### src/rtl/jmcm_pkg.sv
// Shared constants, codes and tables of the joystick motion command mapper.
package jmcm_pkg;

  localparam int CfgW  = 16;
  localparam int CfgAw = 3;

  localparam logic [2:0] ACT_AXIS   = 3'd0;
  localparam logic [2:0] ACT_BUTTON = 3'd1;
  localparam logic [2:0] ACT_FACE   = 3'd2;
  localparam logic [2:0] ACT_BODY   = 3'd3;
  localparam logic [2:0] ACT_NONE   = 3'd4;

  localparam logic [CfgAw-1:0] REG_FULL_SCALE = 3'd0;
  localparam logic [CfgAw-1:0] REG_CEILING    = 3'd1;
  localparam logic [CfgAw-1:0] REG_STEP       = 3'd2;
  localparam logic [CfgAw-1:0] REG_HEAD_LIM   = 3'd3;
  localparam logic [CfgAw-1:0] REG_DIAG       = 3'd4;
  localparam logic [CfgAw-1:0] REG_SIDE       = 3'd5;
  localparam logic [CfgAw-1:0] REG_DEADBAND   = 3'd6;
  localparam logic [CfgAw-1:0] REG_FACE_PWM   = 3'd7;

  localparam logic [1:0] MODE_STOP = 2'd0;
  localparam logic [1:0] MODE_FWD  = 2'd1;
  localparam logic [1:0] MODE_BACK = 2'd3;

  localparam logic [7:0] AXIS_STICK_X = 8'd2;
  localparam logic [7:0] AXIS_STICK_Y = 8'd3;
  localparam logic [7:0] AXIS_DPAD_X  = 8'd6;
  localparam logic [7:0] AXIS_DPAD_Y  = 8'd7;
  localparam logic [7:0] BTN_INC      = 8'd0;
  localparam logic [7:0] BTN_DEC      = 8'd1;
  localparam logic [7:0] BTN_CLEAR    = 8'd3;

  localparam logic signed [15:0] STICK_FULL = 16'sd32767;
  localparam logic signed [15:0] STICK_MIN  = -16'sd32768;
  localparam int CordicSteps = 18;
  localparam logic signed [24:0] Z_MAX = 25'sd5898240;

  // CORDIC arctangent steps in units of 2^-16 degree
  function automatic logic [21:0] atan_step(input logic [4:0] i);
    logic [21:0] v;
    case (i)
      5'd0:  v = 22'd2949120;
      5'd1:  v = 22'd1740967;
      5'd2:  v = 22'd919879;
      5'd3:  v = 22'd466945;
      5'd4:  v = 22'd234379;
      5'd5:  v = 22'd117304;
      5'd6:  v = 22'd58666;
      5'd7:  v = 22'd29335;
      5'd8:  v = 22'd14668;
      5'd9:  v = 22'd7334;
      5'd10: v = 22'd3667;
      5'd11: v = 22'd1833;
      5'd12: v = 22'd917;
      5'd13: v = 22'd458;
      5'd14: v = 22'd229;
      5'd15: v = 22'd115;
      5'd16: v = 22'd57;
      5'd17: v = 22'd29;
      default: v = 22'd0;
    endcase
    return v;
  endfunction

  function automatic logic signed [15:0] sat_neg(input logic signed [15:0] v);
    return (v == STICK_MIN) ? STICK_FULL : -v;
  endfunction

endpackage

### src/rtl/jmcm_if.sv
// Valid/ready channel interfaces for event items and command items.
interface jmcm_in_if;
  logic               valid;
  logic               ready;
  logic [2:0]         action;
  logic [7:0]         control_number;
  logic signed [15:0] control_value;
  logic [15:0]        face_x;
  modport source (output valid, action, control_number, control_value, face_x,
                  input ready);
  modport sink (input valid, action, control_number, control_value, face_x,
                output ready);
endinterface

interface jmcm_out_if;
  logic               valid;
  logic               ready;
  logic [1:0]         motor_mode;
  logic [11:0]        pwm_level;
  logic signed [15:0] heading_delta;
  modport source (output valid, motor_mode, pwm_level, heading_delta, input ready);
  modport sink (input valid, motor_mode, pwm_level, heading_delta, output ready);
endinterface

### src/rtl/joystick_motion_command_mapper_core.sv
// Button, d-pad, face, vision and unused-control items go from accept straight to the
// result state, as do stick items that leave both axes at zero.
// Other stick items run a shared multiplier and, unless both magnitudes are equal or
// one magnitude is zero, a CORDIC sequencer.
// The core takes one item at a time; a stick item runs the 12-step square root/divide
// search on the shared multiplier and may then run the 18-step CORDIC loop.
// Reset (rst_n, synchronous, active low) clears the command, stick and d-pad state and
// loads the register defaults.
module joystick_motion_command_mapper_core
  import jmcm_pkg::*;
(
  input  logic             clk,
  input  logic             rst_n,
  jmcm_in_if.sink          in_item,
  jmcm_out_if.source       out_item,
  input  logic             cfg_we,
  input  logic [CfgAw-1:0] cfg_addr,
  input  logic [CfgW-1:0]  cfg_wdata
);

  localparam logic [3:0] S_IDLE = 4'd0;
  localparam logic [3:0] S_T1   = 4'd1;
  localparam logic [3:0] S_T2   = 4'd2;
  localparam logic [3:0] S_T3   = 4'd3;
  localparam logic [3:0] S_T4   = 4'd4;
  localparam logic [3:0] S_SQA  = 4'd5;
  localparam logic [3:0] S_SQB  = 4'd6;
  localparam logic [3:0] S_COR  = 4'd7;
  localparam logic [3:0] S_END  = 4'd8;
  localparam logic [3:0] S_FIN  = 4'd9;

  logic [11:0] full_scale_r, ceiling_r, face_pwm_r;
  logic [7:0]  step_r;
  logic [14:0] head_lim_r;
  logic [13:0] diag_r, side_r;
  logic [15:0] deadband_r;

  logic [3:0]         state_r, state_nxt;
  logic signed [15:0] stick_x_r, stick_y_r, dpad_x_r, dpad_y_r;
  logic [1:0]         mode_r;
  logic [11:0]        pwm_r;
  logic signed [15:0] heading_r;

  logic [14:0]        ax_r, ay_r;
  logic               both_r;
  logic [29:0]        t1_r;
  logic [56:0]        mul_r, target_r;
  logic [11:0]        root_r;
  logic [3:0]         bit_r;
  logic signed [33:0] p_r, q_r;
  logic signed [24:0] z_r;
  logic [4:0]         i_r;

  logic               out_valid_r;
  logic [1:0]         out_mode_r;
  logic [11:0]        out_pwm_r;
  logic signed [15:0] out_head_r;

  logic in_acc;
  assign in_acc = in_item.valid && in_item.ready;
  assign in_item.ready = (state_r == S_IDLE);

  // new stick values as of this item
  logic signed [15:0] new_sx, new_sy, new_dx, new_dy, abs_x, abs_y;
  logic               stick_evt, dpad_evt;
  assign stick_evt = (in_item.action == ACT_AXIS) &&
                     (in_item.control_number == AXIS_STICK_X ||
                      in_item.control_number == AXIS_STICK_Y);
  assign dpad_evt  = (in_item.action == ACT_AXIS) &&
                     (in_item.control_number == AXIS_DPAD_X ||
                      in_item.control_number == AXIS_DPAD_Y);
  assign new_sx = (in_item.control_number == AXIS_STICK_X) ? in_item.control_value
                                                           : stick_x_r;
  assign new_sy = (in_item.control_number == AXIS_STICK_Y) ?
                  sat_neg(in_item.control_value) : stick_y_r;
  assign new_dx = (in_item.control_number == AXIS_DPAD_X) ? in_item.control_value
                                                          : dpad_x_r;
  assign new_dy = (in_item.control_number == AXIS_DPAD_Y) ?
                  sat_neg(in_item.control_value) : dpad_y_r;
  assign abs_x = new_sx[15] ? sat_neg(new_sx) : new_sx;
  assign abs_y = new_sy[15] ? sat_neg(new_sy) : new_sy;

  // shared multiplier
  logic [29:0] mul_a;
  logic [26:0] mul_b, cand_c;
  logic [11:0] cand;
  assign cand   = root_r | (12'd1 << bit_r);
  assign cand_c = ({15'd0, cand} << 15) - {15'd0, cand};

  always_comb begin
    mul_a = '0;
    mul_b = '0;
    case (state_r)
      S_T1: begin
        if (both_r) begin
          mul_a = {15'd0, ax_r};
          mul_b = {12'd0, ay_r};
        end else begin
          mul_a = {15'd0, (ax_r != 15'd0) ? ax_r : ay_r};
          mul_b = {15'd0, full_scale_r};
        end
      end
      S_T2: begin
        mul_a = {18'd0, full_scale_r};
        mul_b = {15'd0, full_scale_r};
      end
      S_T3: begin
        mul_a = t1_r;
        mul_b = mul_r[26:0];
      end
      S_SQA: begin
        mul_a = {3'd0, cand_c};
        mul_b = both_r ? cand_c : 27'd1;
      end
      default: begin
        mul_a = '0;
        mul_b = '0;
      end
    endcase
  end

  // CORDIC step
  logic signed [33:0] dp, dq;
  logic signed [24:0] ang;
  assign dp  = q_r >>> i_r;
  assign dq  = p_r >>> i_r;
  assign ang = $signed({3'd0, atan_step(i_r)});

  // angle finish, fold and clamp
  logic [22:0]        z_cl;
  logic [29:0]        z_100;
  logic [13:0]        h_base;
  logic signed [15:0] h_s, folded, lim_s;
  logic               front;
  assign z_cl  = (z_r < 0) ? 23'd0 : (z_r > Z_MAX) ? Z_MAX[22:0] : z_r[22:0];
  assign z_100 = ({7'd0, z_cl} << 6) + ({7'd0, z_cl} << 5) + ({7'd0, z_cl} << 2);
  always_comb begin
    if (ax_r == 15'd0)      h_base = 14'd0;
    else if (ay_r == 15'd0) h_base = 14'd9000;
    else if (ax_r == ay_r)  h_base = 14'd4500;
    else                    h_base = z_100[29:16];
  end
  assign h_s    = $signed({2'b00, h_base});
  assign front  = !stick_y_r[15];
  assign folded = (front ^ stick_x_r[15]) ? h_s : -h_s;
  assign lim_s  = $signed({1'b0, head_lim_r});

  // face tracking
  logic signed [16:0] fd;
  logic [15:0]        fm;
  logic [29:0]        f9k;
  logic signed [15:0] ft;
  assign fd  = $signed({1'b0, in_item.face_x}) - 17'sd32768;
  assign fm  = fd[16] ? 16'((-fd)) : fd[15:0];
  assign f9k = {14'd0, fm} * 30'd9000;
  assign ft  = $signed({3'd0, f9k[28:16]});

  logic [12:0] pwm_sum;
  assign pwm_sum = {1'b0, pwm_r} + {5'd0, step_r};

  logic out_load;
  assign out_load = (state_r == S_FIN) && (!out_valid_r || out_item.ready);

  always_comb begin
    state_nxt = state_r;
    case (state_r)
      S_IDLE: begin
        if (in_acc) begin
          if (stick_evt && !(new_sx == 16'sd0 && new_sy == 16'sd0)) state_nxt = S_T1;
          else state_nxt = S_FIN;
        end
      end
      S_T1:  state_nxt = S_T2;
      S_T2:  state_nxt = both_r ? S_T3 : S_SQA;
      S_T3:  state_nxt = S_T4;
      S_T4:  state_nxt = S_SQA;
      S_SQA: state_nxt = S_SQB;
      S_SQB: begin
        if (bit_r != 4'd0) state_nxt = S_SQA;
        else if (ax_r == 15'd0 || ay_r == 15'd0 || ax_r == ay_r) state_nxt = S_END;
        else state_nxt = S_COR;
      end
      S_COR: state_nxt = (i_r == 5'(CordicSteps - 1)) ? S_END : S_COR;
      S_END: state_nxt = S_FIN;
      S_FIN: state_nxt = out_load ? S_IDLE : S_FIN;
      default: state_nxt = S_IDLE;
    endcase
  end

  always_ff @(posedge clk) begin
    if (!rst_n) begin
      full_scale_r <= 12'd2499;
      ceiling_r    <= 12'd2449;
      step_r       <= 8'd10;
      head_lim_r   <= 15'd6000;
      diag_r       <= 14'd1000;
      side_r       <= 14'd4500;
      deadband_r   <= 16'd6554;
      face_pwm_r   <= 12'd10;
    end else if (cfg_we) begin
      case (cfg_addr)
        REG_FULL_SCALE: full_scale_r <= cfg_wdata[11:0];
        REG_CEILING:    ceiling_r    <= cfg_wdata[11:0];
        REG_STEP:       step_r       <= cfg_wdata[7:0];
        REG_HEAD_LIM:   head_lim_r   <= cfg_wdata[14:0];
        REG_DIAG:       diag_r       <= cfg_wdata[13:0];
        REG_SIDE:       side_r       <= cfg_wdata[13:0];
        REG_DEADBAND:   deadband_r   <= cfg_wdata;
        REG_FACE_PWM:   face_pwm_r   <= cfg_wdata[11:0];
        default: ;
      endcase
    end
  end

  always_ff @(posedge clk) begin
    mul_r <= 57'(mul_a * mul_b);
    case (state_r)
      S_IDLE: begin
        ax_r   <= abs_x[14:0];
        ay_r   <= abs_y[14:0];
        both_r <= (abs_x != 16'sd0) && (abs_y != 16'sd0);
        root_r <= '0;
        bit_r  <= 4'd11;
      end
      S_T2: begin
        t1_r     <= mul_r[29:0];
        target_r <= mul_r;
      end
      S_T4: target_r <= mul_r;
      S_SQB: begin
        if (mul_r <= target_r) root_r <= cand;
        bit_r <= bit_r - 4'd1;
        p_r   <= $signed({5'd0, ay_r, 14'd0});
        q_r   <= $signed({5'd0, ax_r, 14'd0});
        z_r   <= '0;
        i_r   <= '0;
      end
      S_COR: begin
        if (!q_r[33]) begin
          p_r <= p_r + dp;
          q_r <= q_r - dq;
          z_r <= z_r + ang;
        end else begin
          p_r <= p_r - dp;
          q_r <= q_r + dq;
          z_r <= z_r - ang;
        end
        i_r <= i_r + 5'd1;
      end
      default: ;
    endcase
  end

  always_ff @(posedge clk) begin
    if (!rst_n) begin
      state_r   <= S_IDLE;
      stick_x_r <= '0;
      stick_y_r <= '0;
      dpad_x_r  <= '0;
      dpad_y_r  <= '0;
      mode_r    <= MODE_STOP;
      pwm_r     <= '0;
      heading_r <= '0;
      out_valid_r <= 1'b0;
    end else begin
      state_r <= state_nxt;
      if (out_load) out_valid_r <= 1'b1;
      else if (out_item.ready) out_valid_r <= 1'b0;
      if (in_acc) begin
        case (in_item.action)
          ACT_AXIS: begin
            if (stick_evt) begin
              stick_x_r <= new_sx;
              stick_y_r <= new_sy;
              if (new_sx == 16'sd0 && new_sy == 16'sd0) begin
                mode_r <= MODE_STOP;
                pwm_r <= '0;
                heading_r <= '0;
              end
            end else if (dpad_evt) begin
              dpad_x_r <= new_dx;
              dpad_y_r <= new_dy;
              if (new_dx == 16'sd0 && new_dy == 16'sd0) heading_r <= '0;
              else if (new_dx == 16'sd0 && new_dy == STICK_FULL) begin
                heading_r <= '0; mode_r <= MODE_FWD;
              end else if (new_dx == 16'sd0 && new_dy == -STICK_FULL) begin
                heading_r <= '0; mode_r <= MODE_BACK;
              end else if (new_dx == STICK_FULL && new_dy == STICK_FULL) begin
                heading_r <= $signed({2'b00, diag_r}); mode_r <= MODE_FWD;
              end else if (new_dx == -STICK_FULL && new_dy == STICK_FULL) begin
                heading_r <= -$signed({2'b00, diag_r}); mode_r <= MODE_FWD;
              end else if (new_dx == STICK_FULL && new_dy == 16'sd0) begin
                heading_r <= $signed({2'b00, side_r});
              end else if (new_dx == -STICK_FULL && new_dy == 16'sd0) begin
                heading_r <= -$signed({2'b00, side_r});
              end else if (new_dx == -STICK_FULL && new_dy == -STICK_FULL) begin
                heading_r <= -$signed({2'b00, diag_r}); mode_r <= MODE_BACK;
              end else if (new_dx == STICK_FULL && new_dy == -STICK_FULL) begin
                heading_r <= $signed({2'b00, diag_r}); mode_r <= MODE_BACK;
              end
            end
          end
          ACT_BUTTON: begin
            if (in_item.control_number == BTN_INC && in_item.control_value == 16'sd1) begin
              pwm_r <= (pwm_sum <= {1'b0, ceiling_r}) ? pwm_sum[11:0] : ceiling_r;
            end else if (in_item.control_number == BTN_DEC &&
                         in_item.control_value == 16'sd1) begin
              pwm_r <= (pwm_r >= {4'd0, step_r}) ? pwm_r - {4'd0, step_r} : 12'd0;
            end else if (in_item.control_number == BTN_CLEAR) begin
              mode_r <= MODE_STOP; pwm_r <= '0; heading_r <= '0;
            end
          end
          ACT_FACE: begin
            heading_r <= fd[16] ? -ft : ft;
            pwm_r     <= face_pwm_r;
            mode_r    <= (fm > deadband_r) ? MODE_FWD : MODE_STOP;
          end
          ACT_NONE: begin
            mode_r <= MODE_STOP; pwm_r <= '0; heading_r <= '0;
          end
          default: ;
        endcase
      end
      if (state_r == S_END) begin
        pwm_r <= root_r;
        if (folded > lim_s) heading_r <= lim_s;
        else if (folded < -lim_s) heading_r <= -lim_s;
        else begin
          heading_r <= folded;
          mode_r <= front ? MODE_FWD : MODE_BACK;
        end
      end
    end
  end

  always_ff @(posedge clk) begin
    if (out_load) begin
      out_mode_r <= mode_r;
      out_pwm_r  <= pwm_r;
      out_head_r <= heading_r;
    end
  end

  assign out_item.valid         = out_valid_r;
  assign out_item.motor_mode    = out_mode_r;
  assign out_item.pwm_level     = out_pwm_r;
  assign out_item.heading_delta = out_head_r;

`ifndef SYNTHESIS
  a_busy_after_accept: assert property (@(posedge clk) disable iff (!rst_n)
    in_acc |=> !in_item.ready)
    else $error("ready high right after an accepted item");
  a_cordic_bound: assert property (@(posedge clk) disable iff (!rst_n)
    (state_r == S_COR) |-> (i_r < 5'(CordicSteps)))
    else $error("CORDIC step count out of range");
  a_mode_code: assert property (@(posedge clk) disable iff (!rst_n)
    (state_r == S_FIN) |-> (mode_r != 2'd2))
    else $error("invalid motor mode at result");
  a_pending_kept: assert property (@(posedge clk) disable iff (!rst_n)
    (out_valid_r && !out_item.ready) |=> out_valid_r)
    else $error("pending result dropped");
`endif

endmodule

### src/flat_wrapper.sv
// flat-port wrapper written by rule: the top's interface ports become plain ports
module joystick_motion_command_mapper_core_flat import jmcm_pkg::*;
  (clk, rst_n, cfg_we, cfg_addr, cfg_wdata, in_item_valid, in_item_action, in_item_control_number, in_item_control_value, in_item_face_x, in_item_ready, out_item_valid, out_item_motor_mode, out_item_pwm_level, out_item_heading_delta, out_item_ready);
  jmcm_in_if in_item_i ();
  jmcm_out_if out_item_i ();
  input  logic clk;
  input  logic rst_n;
  input  logic cfg_we;
  input  logic [CfgAw-1:0] cfg_addr;
  input  logic [CfgW-1:0] cfg_wdata;
  input wire logic [$bits(in_item_i.valid)-1:0] in_item_valid;
  input wire logic [$bits(in_item_i.action)-1:0] in_item_action;
  input wire logic [$bits(in_item_i.control_number)-1:0] in_item_control_number;
  input wire logic [$bits(in_item_i.control_value)-1:0] in_item_control_value;
  input wire logic [$bits(in_item_i.face_x)-1:0] in_item_face_x;
  output wire logic [$bits(in_item_i.ready)-1:0] in_item_ready;
  output wire logic [$bits(out_item_i.valid)-1:0] out_item_valid;
  output wire logic [$bits(out_item_i.motor_mode)-1:0] out_item_motor_mode;
  output wire logic [$bits(out_item_i.pwm_level)-1:0] out_item_pwm_level;
  output wire logic [$bits(out_item_i.heading_delta)-1:0] out_item_heading_delta;
  input wire logic [$bits(out_item_i.ready)-1:0] out_item_ready;
  assign in_item_i.valid = in_item_valid;
  assign in_item_i.action = in_item_action;
  assign in_item_i.control_number = in_item_control_number;
  assign in_item_i.control_value = in_item_control_value;
  assign in_item_i.face_x = in_item_face_x;
  assign in_item_ready = in_item_i.ready;
  assign out_item_valid = out_item_i.valid;
  assign out_item_motor_mode = out_item_i.motor_mode;
  assign out_item_pwm_level = out_item_i.pwm_level;
  assign out_item_heading_delta = out_item_i.heading_delta;
  assign out_item_i.ready = out_item_ready;
  joystick_motion_command_mapper_core u_core (.clk(clk), .rst_n(rst_n), .in_item(in_item_i), .out_item(out_item_i), .cfg_we(cfg_we), .cfg_addr(cfg_addr), .cfg_wdata(cfg_wdata));
endmodule
### config.mk
export PLATFORM = sky130hd
export DESIGN_NAME = joystick_motion_command_mapper_core_flat
export DESIGN_NICKNAME = d
export VERILOG_FILES = /design/src/rtl/jmcm_pkg.sv /design/src/rtl/jmcm_if.sv /design/src/rtl/joystick_motion_command_mapper_core.sv /design/src/flat_wrapper.sv
export SDC_FILE = /design/constraint.sdc
export NUM_CORES = 2
export LEC_CHECK = 0
export ABC_AREA = 0
export BUFFER_PORTS_ARGS = -buffer_cell sky130_fd_sc_hd__buf_2
export CORE_MARGIN = 2
export CORE_UTILIZATION = 50
export DETAILED_ROUTE_END_ITERATION = 7
export GPL_TIMING_DRIVEN = 0
export PLACE_DENSITY = 0.68
export SYNTH_ARGS = -nofsm -noshare
export SYNTH_HDL_FRONTEND = slang
export SYNTH_SLANG_ARGS = --single-unit
### constraint.sdc
create_clock -name clk -period 25.9 [get_ports clk]
set_clock_uncertainty 0.1 [all_clocks]
set_input_delay 5.18 -clock clk [delete_from_list [all_inputs] [get_ports clk]]
set_output_delay 5.18 -clock clk [all_outputs]
set_load 0.1 [all_outputs]
### Yosys cells after proc, flatten, opt, wreduce, memory -nomap -nowiden

Memory sizes are Yosys's and may differ from the RTL's. A register that Yosys moved wholly into a read port is not among the register bits.
Index checks and enable logic that the tools add are counted.

| operators by class | value |
|---|---|
| add/sub/neg operators | 23 |
| multiply operators | 2 |
| order comparisons | 8 |
| equal/unequal tests | 45 |
| shift operators | 3 |
| multiplexer cells | 96 |
| bitwise gates (word level) | 3 |
| reductions and logical operators | 59 |

Operator list:

| kind | number |
|---|---|
| $mux 16 | 31 |
| $pmux 34 s2 | 2 |
| $mux 12 | 10 |
| $pmux 30 s4 | 1 |
| $eq 16x16->1 const B | 7 |
| $pmux 27 s4 | 1 |
| $add 34x34->34 | 2 |
| $mux 34 | 2 |
| $sshr 34x5->34 | 2 |
| $sub 34x34->34 | 2 |
| $logic_not 16->1 | 4 |
| $neg 16->16 | 4 |
| $pmux 16 s4 | 1 |
| $le 57x57->1 | 1 |
| $mul 30x27->57 | 1 |
| $pmux 25 s2 | 1 |
| $neg 14->16 | 3 |
| $pmux 12 s4 | 1 |
| $mux 23 | 2 |
| $mux 15 | 3 |
| $mux 14 | 3 |
| $mux 2 | 20 |
| $pmux 4 s10 | 1 |
| $gt 16x16->1 | 2 |
| other kinds (72) | 132 |

| storage, ports and cells | value |
|---|---|
| register bits after elaboration | 521 |
| bits in read-only memories | 704 |
| bits of input ports | 67 |
| output and inout port bits | 32 |
| logic and storage cells | 272 |
| memories | 1 |

Memory list:

| memory | words | bits a word | rd ports | clocked after memory_dff | wr ports | RTL line | source |
|---|---|---|---|---|---|---|---|
| (name not given) | 32 | 22 | 1 | 1 | 0 | jmcm_pkg.sv:42 | `case (i)` |

### Longest topological paths before layout

| depth | value |
|---|---|
| depth in word-level cells | 21 |
| depth in mapped cells | 42 |

### Least setup slack after synthesis

No wires, ideal clock.

| path | value |
|---|---|
| kind | input-to-reg |
| start | in in_item_face_x[0] |
| end | reg u_core.heading_r[10] |
| library setup time | 0.119 ns |
| arrival time | 11.520 ns |
| required time | 25.681 ns |
| path slack | 14.162 ns |
| stages | 26 |
| buffers on the path | 0 |
| cells stage by stage | inv_1 -> ha_1 -> nand2b_1 -> nor4_1 -> nor2_1 -> xor2_1 -> ha_1 -> ha_1 -> inv_1 -> fa_1 -> inv_1 -> fa_1 -> fa_1 -> ha_1 -> or2_2 -> and4b_1 -> a221o_1 -> a211oi_1 -> o21ai_0 -> a2111oi_0 -> o21ai_0 -> o31ai_1 -> xnor2_1 -> a211oi_1 -> a31oi_1 -> o221a_2 |

| on the way | value |
|---|---|
| cells in the longest elaborated chain, start to end | 9 |

RTL lines:

| item | RTL line | source |
|---|---|---|
| start: declaration | flat_wrapper.sv:15 | `input wire logic [$bits(in_item_i.face_x)-1:0] in_item_face_x;` |
| $sub 16x16->17 (*) | joystick_motion_command_mapper_core.sv:153 | `assign fd = $signed({1'b0, in_item.face_x}) - 17'sd32768;` |
| $neg 16->16 | joystick_motion_command_mapper_core.sv:154 | `assign fm = fd[16] ? 16'((-fd)) : fd[15:0];` |
| $mux 16 | joystick_motion_command_mapper_core.sv:154 |  |
| $mul 16x11->26 | joystick_motion_command_mapper_core.sv:155 | `assign f9k = {14'd0, fm} * 30'd9000;` |
| $neg 13->16 | joystick_motion_command_mapper_core.sv:314 | `heading_r <= fd[16] ? -ft : ft;` |
| $mux 16 (*) | joystick_motion_command_mapper_core.sv:314 |  |
| $pmux 16 s4 (*) | joystick_motion_command_mapper_core.sv:270 | `case (in_item.action)` |
| $mux 16 (*) | joystick_motion_command_mapper_core.sv:269 | `if (in_acc) begin` |
| $mux 16 (*) | joystick_motion_command_mapper_core.sv:324 | `if (state_r == S_END) begin` |
| end signal: assignment | joystick_motion_command_mapper_core.sv:314 |  |
| end signal: assignment | joystick_motion_command_mapper_core.sv:326 | `if (folded > lim_s) heading_r <= lim_s;` |
| end signal: assignment | joystick_motion_command_mapper_core.sv:327 | `else if (folded < -lim_s) heading_r <= -lim_s;` |
| end: declaration | joystick_motion_command_mapper_core.sv:42 | `logic signed [15:0] heading_r;` |

Mark *: on every way between the ends. The rest lies on a longest branch, timed or not. The select of a mux whose other input is x is not followed.
A chain may end at the register's enable or synchronous reset.

### Worst setup path in the final report

| path | value |
|---|---|
| start | reg u_core.bit_r[0] |
| end | reg u_core.mul_r[56] |

| on the way | value |
|---|---|
| cells in the longest elaborated chain, start to end | 6 |
| elaborated cells on any way between the ends | 7 |

RTL lines:

| item | RTL line | source |
|---|---|---|
| start: declaration | joystick_motion_command_mapper_core.sv:49 | `logic [3:0] bit_r;` |
| start signal: assignment | joystick_motion_command_mapper_core.sv:232 | `bit_r <= bit_r - 4'd1;` |
| $shl 1x4->12 (*) | joystick_motion_command_mapper_core.sv:87 | `assign cand = root_r \| (12'd1 << bit_r);` |
| $or 12x12->12 (*) | joystick_motion_command_mapper_core.sv:87 |  |
| $sub 27x12->27 (*) | joystick_motion_command_mapper_core.sv:88 | `assign cand_c = ({15'd0, cand} << 15) - {15'd0, cand};` |
| $mux 27 | joystick_motion_command_mapper_core.sv:113 | `mul_b = both_r ? cand_c : 27'd1;` |
| $pmux 27 s4 | joystick_motion_command_mapper_core.sv:93 | `case (state_r)` |
| $mul 30x27->57 (*) | joystick_motion_command_mapper_core.sv:216 | `mul_r <= 57'(mul_a * mul_b);` |
| end signal: assignment | joystick_motion_command_mapper_core.sv:216 |  |
| end: declaration | joystick_motion_command_mapper_core.sv:47 | `logic [56:0] mul_r, target_r;` |

Mark *: on every way between the ends. The rest lies on a longest branch, timed or not.

==> metrics.md <==
| Metric | Value |
|---|---|
| 1st-pass router iterations | `7` |
| Fillcell total | `13000` |
| Failing checks | `max-capacitance violations, max-slew violations` |
| Pleak | `33.6 nW` |
| # setup viols final | `0` |
| Max cap viols | `3` |
| GPL Wtd Cong | `1.05` |
| Synth unique cells | `100` |
| Buffers on Ports | `82` |
| Slew headroom | `-5.40%` |
| Post-CTS setup buffer count | `0` |
| Max FO, Critical Path | `10` |
| Routed WL | `248000 um` |
| Reg clk slew, reported paths | `0.06 ns` |
| Multi-input logic area | `50600 sq um` |
| Register bit count reported by yosys | `543` |
| Hold-fix buffers, CTS | `0` |
| IO Pins | `99` |
| Worst-Margin Slew | `1.58 ns` |
| Power per Cell Area | `52.4 nW/um^2` |
| Die area | `143000 sq um` |
| RR Endpoint | `u_core.mul_r[56]` |
| Top_reg_cell synth | `dfxtp_1` |
| Initial DRC Count | `6490` |
| Top cells by area, synth | `fa_1 22%, edfxtp_1 11%, ha_1 10%, dfxtp_1 8.1%, nand2_1 6.6%` |
| Antenna violations before repair | `21` |
| Core area | `139000 sq um` |
| Die Y | `378 um` |
| Most common cell in the netlist | `nand2_1` |
| DIE WIDTH | `378 um` |
| Setup Crit Path Kind | `reg2reg` |
| Worst Setup Slack, final | `12.31 ns` |
| Post-synthesis async set-or-reset flop share | `0%` |
| Final net count | `9681` |
| Synth Net Count | `9517` |
| CP arrival | `14.04 ns` |
| Max Clock Freq | `73.6 MHz` |
| CTS tree | `built` |
| Worst-Skew Late Latency | `0.69 ns` |
| GRT Residual Overflow | `0` |
| WHS Endpoint | `u_core.out_item.pwm_level[9]` |
| Status | `finished with violations` |
| Post-DR vias/cell | `6.08` |
| Worst vdd ir | `0.0711 mV` |
| Critical path required time | `26.35 ns` |
| Cell accounting for the most synthesized area | `fa_1` |
| Critical Path Sink Type | `flop` |
| Share of the synthesized area in the top cell type | `21.6%` |
| Root Driver | `clkbuf_16` |
| CP most frequent cell | `fa_1` |
| Crit path launch type | `flop` |
| Worst slack at placement | `12.51 ns` |
| Starting density of the core | `50.2%` |
| Max-slew violations | `29` |
| GRT Util Overall | `34.6%` |
| Worst hold path depth | `0` |
| Worst Hold Class | `reg2reg` |
| Largest net degree at the start of global routing | `64` |
| R2r setup slk | `12.31 ns` |
| Row count | `137` |
| Tcrit/Tclk final | `52.5%` |
| CTS max path bufs | `3` |
| DP Wirelength | `201000 um` |
| Synthesis-to-layout area growth | `7.64%` |
| Vias in the first global route | `61300` |
| Crit-path max cell delay | `0.89 ns` |
| Sum Neg Setup Slack | `0 ns` |
| Routed length per instance | `24.2 um` |
| Cells on worst reg2reg path | `36` |
| Drt drc | `0` |
| Sequential share of the synthesized area | `19.3%` |
| EDFF count, synth | `262` |
| Hold path startpoint | `u_core.pwm_r[9]` |
| Final Critical Period | `13.59 ns` |
| DR vias | `62300` |
| Final hold vios | `0` |
| Syn Inst Count | `8130` |
| Slowest stage cell, crit path | `a21oi_1` |
| RSZ-0062 raised after global routing | `false` |
| Top post-synthesis cells by count | `1220 x nand2_1, 1118 x inv_1, 755 x fa_1, 579 x nor2_1, 565 x ha_1` |
| Post-DRT Antenna Nets | `0` |
| Htree depth | `3` |
| Sequential cell area | `13500 sq um` |
| Syn Std Cell Area | `69800 sq um` |
| Post-layout util | `54.1%` |
| Post-cts sizing count | `0` |
| R2r startpoint | `u_core.bit_r[0]` |
| Num CTS Buffers | `70` |
| Share of layout cells above drive strength 1 | `5.09%` |
| Yosys warns | `0` |
| Avg Inst Size Synth | `8.59 sq um` |
| Clock Sinks | `543` |
| Global-route wire length before repair | `373000 um` |
## worst max path at each step
stage,from,end
floorplan,in_item_face_x[0],u_core.heading_r[10]
global placement,u_core.bit_r[0],u_core.mul_r[56]
detailed placement,u_core.bit_r[0],u_core.mul_r[56]
CTS,u_core.bit_r[0],u_core.mul_r[56]
global route,u_core.bit_r[0],u_core.mul_r[56]
finish,u_core.bit_r[0],u_core.mul_r[56]
## through the flow
stage | power (W) | hold slack, ns | cell area [sq um] | instances
final | 0.00394 | 0.327 | 75200 | 10200
after global routing | 0.00411 | 0.342 | 75200 | 10200
after CTS | 0.00388 | 0.325 | 75100 | 10200
after detailed placement | 0.00286 | 0.314 | 72800 | 10100
after global placement | 0.00283 | 0.314 | 72600 | 10100
after floorplan | 0.00224 | 0.302 | 69800 | 8130
## flip-flops by register name, summed over array words and instances, names as in the netlist, 16 cells and up
| name | count |
|---|---|
| u_core.ang | 22 |
| u_core.dpad_y_r | 16 |
| u_core.heading_r | 16 |
| u_core.q_r | 34 |
| u_core.mul_r | 57 |
| u_core.deadband_r | 16 |
| u_core.stick_y_r | 16 |
| u_core.out_item.heading_delta | 16 |
| u_core.target_r | 57 |
| u_core.p_r | 34 |
| u_core.t1_r | 30 |
| u_core.z_r | 25 |
| u_core.stick_x_r | 16 |
| u_core.dpad_x_r | 16 |
## critical path, delay by kind of cell (launching register included)
kind | cells | cell delay [ns]
AO/OA/AOI/OAI | 10 | 4.58
adder cells (fa/ha/maj) | 9 | 4.28
AND/OR/NAND/NOR | 9 | 2.05
buffers and inverters | 6 | 1.66
flip-flops | 1 | 0.43
multiplexers | 1 | 0.20
XOR/XNOR | 1 | 0.17
## final cells by class
cell class | instances | area share, %
flip-flops and latches | 543 | 17.9
clock buffers | 93 | 2.55
repair buffers | 92 | 0.759
plain buffers | 394 | 2.10
diodes | 14 | 0.0466
well taps | 1876 | 3.12
clock inverters | 37 | 0.558
inverters | 1125 | 5.62
multi-input cells | 6068 | 67.3
## kinds of logic (layout without fill, tap and decap cells)
logic type	count (synthesis)	in the layout	synth area share, %
multiplexers	189	189	4.59
flip-flops	543	543	19.3
AND/OR/NAND/NOR	2681	2681	17.5
adder cells (fa/ha/maj)	1321	1321	31.8
AO/OA/AOI/OAI	1536	1536	14.3
buffers and inverters	1519	1741	8.30
other	0	14	0
XOR/XNOR	341	341	4.28
## metal layers
layer / vias up / global-route usage, % / part of all wire [%]
li1: 27800 / - / -
met5: - / 0 / 0.016
met3: 661 / 8.75 / 11
met1: 30600 / 46.0 / 40
met2: 3253 / 52.7 / 43
met4: 6 / 16.7 / 5.4
## placed cells by master (no fill, tap or decap), types with 22 or more instances in the layout
cell,count
nand2_1,1220
inv_1,1117
fa_1,755
nor2_1,578
ha_1,565
a21oi_1,471
clkbuf_1,356
dfxtp_1,281
o21ai_0,268
edfxtp_1,262
xnor2_1,193
xor2_1,148
nor3_1,135
nand3_1,126
and2_1,120
a21o_1,119
mux4_2,103
buf_2,94
o21a_1,91
nand4_1,75
clkbuf_16,72
nor4_1,71
a31oi_1,71
o211ai_1,68
mux2i_1,64
and3_1,64
nor2b_1,61
or3_1,55
a211oi_1,55
nand2b_1,54
a22oi_1,42
o31ai_1,40
a22o_1,25
buf_1,24
mux2_2,22
or2_2,22
o22ai_1,22
## power by group
part | switching, W | leakage [nW] | internal [W]
Clock | 0.000427 | 1.16 | 0.000591
Sequential | 0.000138 | 4.60 | 0.00102
Combinational | 0.00123 | 27.8 | 0.000536
Note: power is estimated with default switching activity, not from simulation.
